File: src/rtl/fdt_pkg.sv
// Shared widths, register map, reset values and control types for the frame delta tracker.
`default_nettype none

package fdt_pkg;

    localparam int FRAME_W  = 32;
    localparam int SCALE_W  = 24;
    localparam int FRAC_W   = 16;
    localparam int SCALED_W = 40;
    localparam int ACC_W    = 64;
    localparam int PROD_W   = FRAME_W + SCALE_W;
    localparam int DATA_W   = 32;
    localparam int ADDR_W   = 3;
    localparam int REG_IDX_W = 1;

    // Register indexes, taken from paddr[2].
    localparam logic [REG_IDX_W-1:0] REG_MAX_FRAME_TIME = 1'b0;
    localparam logic [REG_IDX_W-1:0] REG_TIME_SCALE     = 1'b1;

    localparam logic [FRAME_W-1:0] MAX_FRAME_TIME_RST = 32'd100000;
    localparam logic [SCALE_W-1:0] TIME_SCALE_RST     = 24'd65536;

    typedef struct packed {
        logic accept;
        logic calc;
        logic mul;
        logic acc;
        logic div_step;
        logic load_out;
    } t_cmd;

    typedef struct packed {
        logic div_last;
    } t_stat;

endpackage

`default_nettype wire

File: src/rtl/fdt_regs.sv
// Configuration register file behind the APB-style port.
`default_nettype none

module fdt_regs (
    input  wire logic                        i_clk,
    input  wire logic                        i_rst_n,
    input  wire logic                        psel,
    input  wire logic                        penable,
    input  wire logic                        pwrite,
    input  wire logic [fdt_pkg::ADDR_W-1:0]  paddr,
    input  wire logic [fdt_pkg::DATA_W-1:0]  pwdata,
    output logic      [fdt_pkg::DATA_W-1:0]  prdata,
    output logic                             pready,
    output logic      [fdt_pkg::FRAME_W-1:0] o_max_frame_time,
    output logic      [fdt_pkg::SCALE_W-1:0] o_time_scale
);

    logic [fdt_pkg::FRAME_W-1:0]   r_max_frame_time;
    logic [fdt_pkg::SCALE_W-1:0]   r_time_scale;
    logic [fdt_pkg::REG_IDX_W-1:0] w_idx;
    logic                          w_wr;

    assign w_idx  = paddr[2];
    assign w_wr   = psel && penable && pwrite;
    assign pready = 1'b1;

    always_ff @(posedge i_clk) begin
        if (!i_rst_n) begin
            r_max_frame_time <= fdt_pkg::MAX_FRAME_TIME_RST;
            r_time_scale     <= fdt_pkg::TIME_SCALE_RST;
        end else if (w_wr) begin
            case (w_idx)
                fdt_pkg::REG_MAX_FRAME_TIME: begin
                    r_max_frame_time <= pwdata[fdt_pkg::FRAME_W-1:0];
                end
                fdt_pkg::REG_TIME_SCALE: begin
                    r_time_scale <= pwdata[fdt_pkg::SCALE_W-1:0];
                end
                default: begin
                end
            endcase
        end
    end

    always_comb begin
        case (w_idx)
            fdt_pkg::REG_MAX_FRAME_TIME: prdata = r_max_frame_time;
            fdt_pkg::REG_TIME_SCALE:
                prdata = {{(fdt_pkg::DATA_W-fdt_pkg::SCALE_W){1'b0}}, r_time_scale};
            default: prdata = '0;
        endcase
    end

    assign o_max_frame_time = r_max_frame_time;
    assign o_time_scale     = r_time_scale;

endmodule

`default_nettype wire

File: src/rtl/fdt_ctrl.sv
// Sequencing state machine: accept, update, divide and hand over one frame at a time.
`default_nettype none

module fdt_ctrl (
    input  wire logic          i_clk,
    input  wire logic          i_rst_n,
    input  wire logic          i_in_valid,
    output logic               o_in_ready,
    output logic               o_out_valid,
    input  wire logic          i_out_ready,
    output fdt_pkg::t_cmd      o_cmd,
    input  wire fdt_pkg::t_stat i_stat
);

    typedef enum logic [2:0] {
        S_IDLE,
        S_CALC,
        S_MUL,
        S_ACC,
        S_DIV,
        S_FIN
    } t_state;

    t_state r_state;
    t_state n_state;
    logic   r_out_valid;
    logic   n_out_valid;
    logic   w_slot_free;

    assign w_slot_free = !r_out_valid || i_out_ready;

    always_comb begin
        o_cmd          = '0;
        n_state        = r_state;
        n_out_valid    = r_out_valid && !i_out_ready;
        case (r_state)
            S_IDLE: begin
                if (i_in_valid) begin
                    o_cmd.accept = 1'b1;
                    n_state      = S_CALC;
                end
            end
            S_CALC: begin
                o_cmd.calc = 1'b1;
                n_state    = S_MUL;
            end
            S_MUL: begin
                o_cmd.mul = 1'b1;
                n_state   = S_ACC;
            end
            S_ACC: begin
                o_cmd.acc = 1'b1;
                n_state   = S_DIV;
            end
            S_DIV: begin
                o_cmd.div_step = 1'b1;
                if (i_stat.div_last) begin
                    n_state = S_FIN;
                end
            end
            S_FIN: begin
                // The result waits here until the output register is free.
                if (w_slot_free) begin
                    o_cmd.load_out = 1'b1;
                    n_out_valid    = 1'b1;
                    n_state        = S_IDLE;
                end
            end
            default: begin
                n_state = S_IDLE;
            end
        endcase
    end

    always_ff @(posedge i_clk) begin
        if (!i_rst_n) begin
            r_state     <= S_IDLE;
            r_out_valid <= 1'b0;
        end else begin
            r_state     <= n_state;
            r_out_valid <= n_out_valid;
        end
    end

    // No beat is taken while reset is applied.
    assign o_in_ready  = (r_state == S_IDLE) && i_rst_n;
    assign o_out_valid = r_out_valid;

`ifndef SYNTHESIS
    a_one_in_flight: assert property (@(posedge i_clk) disable iff (!i_rst_n)
        (i_in_valid && o_in_ready) |=> !o_in_ready)
        else $error("fdt_ctrl: second beat taken while a frame is in flight");
`endif

endmodule

`default_nettype wire

File: src/rtl/fdt_dp.sv
// Datapath: clamp, accumulators, scaling multiply, history ring and serial divider.
`default_nettype none

module fdt_dp #(
    parameter int WINDOW = 16
) (
    input  wire logic                         i_clk,
    input  wire logic                         i_rst_n,
    input  wire fdt_pkg::t_cmd                i_cmd,
    output fdt_pkg::t_stat                    o_stat,
    input  wire logic [fdt_pkg::FRAME_W-1:0]  i_max_frame_time,
    input  wire logic [fdt_pkg::SCALE_W-1:0]  i_time_scale,
    input  wire logic [fdt_pkg::FRAME_W-1:0]  i_frame_time,
    output logic      [fdt_pkg::FRAME_W-1:0]  o_clamped_time,
    output logic      [fdt_pkg::ACC_W-1:0]    o_total_time,
    output logic      [fdt_pkg::SCALED_W-1:0] o_scaled_time,
    output logic      [fdt_pkg::ACC_W-1:0]    o_total_scaled_time,
    output logic      [fdt_pkg::FRAME_W-1:0]  o_average_time
);

    localparam int FW     = fdt_pkg::FRAME_W;
    localparam int AW     = fdt_pkg::ACC_W;
    localparam int FILL_W = $clog2(WINDOW + 1);
    localparam int SLOT_W = (WINDOW > 1) ? $clog2(WINDOW) : 1;
    localparam int SUM_W  = FW + FILL_W;
    localparam int CNT_W  = $clog2(SUM_W);

    logic [FW-1:0]                   r_mem [WINDOW];
    logic [FW-1:0]                   r_raw;
    logic [FW-1:0]                   r_old;
    logic [FW-1:0]                   r_clamp;
    logic [fdt_pkg::SCALED_W-1:0]    r_scaled;
    logic [AW-1:0]                   r_wall;
    logic [AW-1:0]                   r_sacc;
    logic [SUM_W-1:0]                r_sum;
    logic [FILL_W-1:0]               r_fill;
    logic [SLOT_W-1:0]               r_slot;
    logic [SUM_W-1:0]                r_dvd;
    logic [FILL_W:0]                 r_rem;
    logic [CNT_W-1:0]                r_div_cnt;

    logic [FW-1:0]                   r_o_clamp;
    logic [AW-1:0]                   r_o_wall;
    logic [fdt_pkg::SCALED_W-1:0]    r_o_scaled;
    logic [AW-1:0]                   r_o_sacc;
    logic [FW-1:0]                   r_o_avg;

    logic                            w_full;
    logic [fdt_pkg::PROD_W-1:0]      w_prod;
    logic [AW:0]                     w_wall_sum;
    logic [AW:0]                     w_sacc_sum;
    logic [FILL_W:0]                 w_rem_sh;
    logic [FILL_W:0]                 w_rem_sub;
    logic                            w_qbit;

    assign w_full = (r_fill == FILL_W'(WINDOW));
    assign w_prod = {{fdt_pkg::SCALE_W{1'b0}}, r_clamp}
                  * {{FW{1'b0}}, i_time_scale};
    assign w_wall_sum = {1'b0, r_wall} + {{(AW-FW+1){1'b0}}, r_raw};
    assign w_sacc_sum = {1'b0, r_sacc}
                      + {{(AW-fdt_pkg::SCALED_W+1){1'b0}}, r_scaled};

    // One restoring step: bring down the next dividend bit, subtract if it fits.
    assign w_rem_sh  = {r_rem[FILL_W-1:0], r_dvd[SUM_W-1]};
    assign w_qbit    = (w_rem_sh >= {1'b0, r_fill});
    assign w_rem_sub = w_rem_sh - {1'b0, r_fill};

    assign o_stat.div_last = (r_div_cnt == CNT_W'(SUM_W - 1));

    // History ring: the oldest entry is read when a frame arrives.
    always_ff @(posedge i_clk) begin
        if (i_cmd.accept) begin
            r_old <= r_mem[r_slot];
        end
        if (i_cmd.mul) begin
            r_mem[r_slot] <= r_clamp;
        end
    end

    always_ff @(posedge i_clk) begin
        if (!i_rst_n) begin
            r_wall <= '0;
            r_sacc <= '0;
            r_sum  <= '0;
            r_fill <= '0;
            r_slot <= '0;
        end else begin
            if (i_cmd.calc) begin
                r_wall <= w_wall_sum[AW] ? {AW{1'b1}} : w_wall_sum[AW-1:0];
                if (w_full) begin
                    r_sum <= r_sum - {{FILL_W{1'b0}}, r_old};
                end
            end
            if (i_cmd.mul) begin
                r_sum <= r_sum + {{FILL_W{1'b0}}, r_clamp};
                if (!w_full) begin
                    r_fill <= r_fill + 1'b1;
                end
                if (r_slot == SLOT_W'(WINDOW - 1)) begin
                    r_slot <= '0;
                end else begin
                    r_slot <= r_slot + 1'b1;
                end
            end
            if (i_cmd.acc) begin
                r_sacc <= w_sacc_sum[AW] ? {AW{1'b1}} : w_sacc_sum[AW-1:0];
            end
        end
    end

    always_ff @(posedge i_clk) begin
        if (i_cmd.accept) begin
            r_raw <= i_frame_time;
        end
        if (i_cmd.calc) begin
            r_clamp <= (r_raw < i_max_frame_time) ? r_raw : i_max_frame_time;
        end
        if (i_cmd.mul) begin
            r_scaled <= w_prod[fdt_pkg::FRAC_W +: fdt_pkg::SCALED_W];
        end
        if (i_cmd.acc) begin
            r_dvd     <= r_sum;
            r_rem     <= '0;
            r_div_cnt <= '0;
        end
        if (i_cmd.div_step) begin
            r_dvd     <= {r_dvd[SUM_W-2:0], w_qbit};
            r_rem     <= w_qbit ? w_rem_sub : w_rem_sh;
            r_div_cnt <= r_div_cnt + 1'b1;
        end
        if (i_cmd.load_out) begin
            r_o_clamp  <= r_clamp;
            r_o_wall   <= r_wall;
            r_o_scaled <= r_scaled;
            r_o_sacc   <= r_sacc;
            r_o_avg    <= r_dvd[FW-1:0];
        end
    end

    assign o_clamped_time      = r_o_clamp;
    assign o_total_time        = r_o_wall;
    assign o_scaled_time       = r_o_scaled;
    assign o_total_scaled_time = r_o_sacc;
    assign o_average_time      = r_o_avg;

`ifndef SYNTHESIS
    a_fill_bound: assert property (@(posedge i_clk) disable iff (!i_rst_n)
        r_fill <= FILL_W'(WINDOW))
        else $error("fdt_dp: fill count beyond the window");

    a_wall_monotonic: assert property (@(posedge i_clk) disable iff (!i_rst_n)
        $past(i_rst_n) |-> (r_wall >= $past(r_wall)))
        else $error("fdt_dp: wall accumulator went backwards");

    a_rem_below_divisor: assert property (@(posedge i_clk) disable iff (!i_rst_n)
        i_cmd.div_step |-> (r_rem < {1'b0, r_fill}))
        else $error("fdt_dp: divider remainder not below the fill count");
`endif

endmodule

`default_nettype wire

File: src/rtl/frame_delta_tracker.sv
// Top level of the frame delta tracker: registers, controller and datapath.
//
//  channel  direction  handshake                 payload
//  in       sink       i_valid / o_ready         i_frame_time
//  out      source     o_valid / i_ready         o_clamped_time, o_total_time, o_scaled_time,
//                                                o_total_scaled_time, o_average_time
//  config   sink       psel, penable, pwrite     paddr, pwdata, prdata (pready tied high)
//
// o_valid rises after the frame passes the calc, mul, acc, div and fin states, in that order;
// the one-bit-per-cycle average divider takes the bulk of this, and the next beat can be taken
// once the controller is back in idle.
// One frame is worked on at a time; the next beat is taken as soon as the previous
// result sits in the output register, even if that result has not yet been taken.
// Reset is synchronous and active low; o_ready is low during reset and the history
// ring needs no clearing pass.
// A stalled output holds the finished frame in the controller until the register frees.
`default_nettype none

module frame_delta_tracker #(
    parameter int WINDOW = 16
) (
    input  wire logic                         i_clk,
    input  wire logic                         i_rst_n,
    input  wire logic                         psel,
    input  wire logic                         penable,
    input  wire logic                         pwrite,
    input  wire logic [fdt_pkg::ADDR_W-1:0]   paddr,
    input  wire logic [fdt_pkg::DATA_W-1:0]   pwdata,
    output logic      [fdt_pkg::DATA_W-1:0]   prdata,
    output logic                              pready,
    input  wire logic                         i_valid,
    output logic                              o_ready,
    input  wire logic [fdt_pkg::FRAME_W-1:0]  i_frame_time,
    output logic                              o_valid,
    input  wire logic                         i_ready,
    output logic      [fdt_pkg::FRAME_W-1:0]  o_clamped_time,
    output logic      [fdt_pkg::ACC_W-1:0]    o_total_time,
    output logic      [fdt_pkg::SCALED_W-1:0] o_scaled_time,
    output logic      [fdt_pkg::ACC_W-1:0]    o_total_scaled_time,
    output logic      [fdt_pkg::FRAME_W-1:0]  o_average_time
);

    logic [fdt_pkg::FRAME_W-1:0] w_max_frame_time;
    logic [fdt_pkg::SCALE_W-1:0] w_time_scale;
    fdt_pkg::t_cmd               w_cmd;
    fdt_pkg::t_stat              w_stat;

    fdt_regs u_regs (
        .i_clk            (i_clk),
        .i_rst_n          (i_rst_n),
        .psel             (psel),
        .penable          (penable),
        .pwrite           (pwrite),
        .paddr            (paddr),
        .pwdata           (pwdata),
        .prdata           (prdata),
        .pready           (pready),
        .o_max_frame_time (w_max_frame_time),
        .o_time_scale     (w_time_scale)
    );

    fdt_ctrl u_ctrl (
        .i_clk       (i_clk),
        .i_rst_n     (i_rst_n),
        .i_in_valid  (i_valid),
        .o_in_ready  (o_ready),
        .o_out_valid (o_valid),
        .i_out_ready (i_ready),
        .o_cmd       (w_cmd),
        .i_stat      (w_stat)
    );

    fdt_dp #(
        .WINDOW (WINDOW)
    ) u_dp (
        .i_clk               (i_clk),
        .i_rst_n             (i_rst_n),
        .i_cmd               (w_cmd),
        .o_stat              (w_stat),
        .i_max_frame_time    (w_max_frame_time),
        .i_time_scale        (w_time_scale),
        .i_frame_time        (i_frame_time),
        .o_clamped_time      (o_clamped_time),
        .o_total_time        (o_total_time),
        .o_scaled_time       (o_scaled_time),
        .o_total_scaled_time (o_total_scaled_time),
        .o_average_time      (o_average_time)
    );

endmodule

`default_nettype wire

File: config.mk
export PLATFORM = sky130hd
export DESIGN_NAME = frame_delta_tracker
export DESIGN_NICKNAME = d
export VERILOG_FILES = /design/src/rtl/fdt_pkg.sv /design/src/rtl/fdt_regs.sv /design/src/rtl/fdt_ctrl.sv /design/src/rtl/fdt_dp.sv /design/src/rtl/frame_delta_tracker.sv
export SDC_FILE = /design/constraint.sdc
export NUM_CORES = 2
export LEC_CHECK = 0
export BUFFER_PORTS_ARGS = -buffer_cell sky130_fd_sc_hd__buf_2
export CAP_MARGIN = 10
export CORE_MARGIN = 3
export CORE_UTILIZATION = 63
export CTS_CLUSTER_SIZE = 16
export DETAILED_ROUTE_END_ITERATION = 6
export HOLD_SLACK_MARGIN = 0.06
export PLACE_DENSITY = 0.88
export SYNTH_ARGS = -nofsm -noshare
export SYNTH_HDL_FRONTEND = slang
export SYNTH_SLANG_ARGS = --single-unit
File: constraint.sdc
create_clock -name i_clk -period 29.7 [get_ports i_clk]
set_clock_uncertainty 0.05 [all_clocks]
set_input_delay 7.425 -clock i_clk [delete_from_list [all_inputs] [get_ports i_clk]]
set_output_delay 7.425 -clock i_clk [all_outputs]
set_load 0.02 [all_outputs]
==> impl_metrics.json <==
{
  "ys_types": 76,
  "cellPowerDensity_nw_per_um2": 50.3,
  "htreeDepth": 3,
  "cts_sinks": 1162,
  "multi_input_area_um2": 36600,
  "synth_ff_type": "edfxtp_1",
  "synth_top_area_cell": "edfxtp_1",
  "synthCells": 6199,
  "groute.usage.overall": 0.340,
  "fin_crit_ns": 16.42,
  "die_h_um": 347,
  "hpwl_um": 129000,
  "drc": 10,
  "synth_top_cell_area_share": 0.381,
  "grt_max_degree": 151,
  "finalMaxSlewViolations": 0,
  "netlist_area_um2": 73100,
  "grt_overflow": 0,
  "violations": "DRC",
  "post_dp_cell_area_um2": 76400,
  "die_x_um": 347,
  "ys_seq_area_frac": 0.446,
  "dieArea_um2": 120000,
  "syn_nets": 7265,
  "nets": 7505,
  "cts_tree": "built",
  "ys_ff_latch": 1162,
  "crit_chain": "buf_2, o21ai_0, buf_2",
  "hp-class": "register to register",
  "port_buffers": 337,
  "numCtsBuffers": 117,
  "crit_path_start": "paddr[2]",
  "p_leak_nw": 32.8,
  "gp_congestion": 0.932,
  "syn_area_per_cell_um2": 11.8,
  "grt_first_pass_wirelength_um": 312000,
  "yosys-top-cells-count": "edfxtp_1, nand2_1, inv_1, fa_1, and2_1",
  "fillers": 7278,
  "yosys_warnings": 0,
  "area_growth_pct": 9.85,
  "ir_drop_mv": 0.0498,
  "grt_antenna_before_repair": 15,
  "first_iter_violations": 6445,
  "tightestPinTransition_ns": 1.27,
  "ant_nets": 0,
  "cp.arrival_ns": 8.95,
  "critPathMaxFanout": 58,
  "clk_path_buf_depth": 3,
  "setup_viol": 0,
  "async_flop_share": 0,
  "synth_edf_count": 928,
  "status": "complete, but fails checks",
  "io_pins": 341,
  "fmax_mhz": 60.9,
  "clk_latency_ns": 0.74,
  "stdcell_area_um2": 80300,
  "rsz0062_at_grt": "no",
  "met3WireLength_um": 23800,
  "highest_layer": "met5",
  "r2r-start": "u_regs.o_time_scale[14]$_SDFFE_PN0P_",
  "cts_resized": 0,
  "core_area_um2": 115000,
  "synth_area_leaders": "edfxtp_1, fa_1, dfxtp_1",
  "wl_um": 203000,
  "tns_ns": 0,
  "drt-pass1-iter-count": 7,
  "drive_gt1_frac": 0.132,
  "synth_most_common_cell": "edfxtp_1",
  "met1Wirelength_um": 69100,
  "wl_met2_um": 95400,
  "worst-path-buf-inv": 2,
  "cts_hold_buf": 0,
  "crit_family": "buffers and inverters",
  "wl_per_cell_um": 25.2,
  "rows": 124,
  "post_cts_buffers": 0,
  "worstHoldStart": "u_dp.r_wall[21]$_SDFFE_PN0P_",
  "initial_core_util": 0.637,
  "hold_viol": 0,
  "clk_pin_slew_ns": 0.07,
  "post-route-period-util": 0.553,
  "vias": 51600,
  "ff_latch_area_um2": 32600,
  "maxCapViolCount": 0,
  "worstSetupPathType": "input pin to output pin",
  "cts_root_buffer": "clkbuf_16",
  "viasPerCell": 6.40,
  "crit_path_frequent_cell": "buf_2",
  "slowest_delay_ns": 0.77,
  "grt_pass1_vias": 53700,
  "required_ns": 22.23,
  "slowest_stage": "buf_2",
  "critPathLaunchType": "input pin",
  "relSlewSlack": 0.155,
  "crit_path_end_kind": "output pin"
}
## cell families (layout without fill, tap and decap cells)
kind of cell | Yosys count | in the layout | synth area share
fa+ha+maj | 992 | 992 | 0.238
other cells | 1 | 17 | 0.0000513
buf+inv | 1087 | 1425 | 0.0559
xor+xnor | 198 | 198 | 0.0237
compound gates | 837 | 837 | 0.0686
mux | 200 | 200 | 0.0554
flops | 1162 | 1162 | 0.446
simple gates | 1722 | 1722 | 0.113
## layout by cell type (no fill, tap or decap), drive strengths merged, types with 9 or more instances in the layout
cell	n
a211oi	25
a21o	126
a21oi	335
a31oi	30
and2	405
and3	23
and4	9
buf	431
clkbuf	153
clkinv	44
dfxtp	234
diode	16
edfxtp	928
fa	661
ha	331
inv	784
mux2	33
mux4	160
nand2	828
nand2b	25
nand3	69
nand4	36
nor2	174
nor2b	29
nor3	56
nor4	14
o211ai	12
o21a	15
o21ai	203
o21bai	12
o31ai	9
or3	12
or4	16
xnor2	101
xor2	97
## cell type report
type                    instances  area share
diodes                         16    0.000499
clock buffers                 153      0.0396
clock inverters                64     0.00798
inverters                     777      0.0364
multi-input cells            3950       0.456
flip-flops and latches       1162       0.406
well taps                    1512      0.0236
repair buffers                431      0.0300
## report_power, final
part	total (mW)	internal (mW)	switching, mW
registers	1.86	1.81	0.0470
logic	0.700	0.263	0.437
clock network	1.48	0.820	0.658
total	4.04	2.90	1.14
## routing by layer
metal / GRT usage / up-vias
li1: - / 21400
met1: 0.422 / 25200
met3: 0.0837 / 1093
met2: 0.543 / 3872
met4: 0.209 / 6
met5: 0 / -
## registers in the layout, summed over array words and instances (netlist names), 37 cells and up
| signal | cells |
|---|---|
| u_dp.r_dvd | 37 |
| u_dp.o_total_time | 64 |
| u_dp.r_scaled | 40 |
| u_dp.r_mem | 512 |
| u_dp.r_wall | 64 |
| u_dp.o_total_scaled_time | 64 |
| u_dp.r_sum | 37 |
| u_dp.r_sacc | 64 |
| u_dp.o_scaled_time | 40 |
## worst paths after layout
kind                                                        end  slack [ns]  cells after the start
worst min-delay path            u_dp.o_total_time[21]$_DFFE_PP_        0.35                      0
worst max-delay path                                  prdata[9]       13.28                      3
worst min register to register  u_dp.o_total_time[21]$_DFFE_PP_        0.35                      0
worst max register to register      u_dp.r_scaled[39]$_DFFE_PP_       20.73                     25
## through the flow
step	utilization	worst slack, ns	power, mW	hold slack, ns	cells
after floorplan	-	11.76	2.36	0.373	6199
after global placement	0.666	13.37	2.53	0.386	7832
after detailed placement	0.666	13.34	2.56	0.388	7832
after CTS	0.700	13.35	4.03	0.337	8049
after global routing	0.700	13.21	4.18	0.371	8053
final	0.700	13.28	4.04	0.355	8065
## worst register-to-register path: stages (launching register included)
cell	delay, ns
dfxtp_1	0.44
buf_4	0.50
and2_1	0.30
fa_1	0.54
inv_1	0.16
fa_1	0.47
inv_1	0.32
fa_1	0.51
fa_1	0.57
fa_1	0.43
fa_1	0.50
inv_1	0.05
fa_1	0.48
inv_1	0.07
ha_1	0.37
a21o_1	0.21
a21o_1	0.16
a21oi_1	0.17
o21ai_0	0.12
a221oi_1	0.44
a21oi_1	0.20
o41ai_1	0.65
nor4bb_1	0.53
o31ai_1	0.17
a21oi_1	0.20
xnor2_1	0.09
Power figures use the tool's default switching activity.
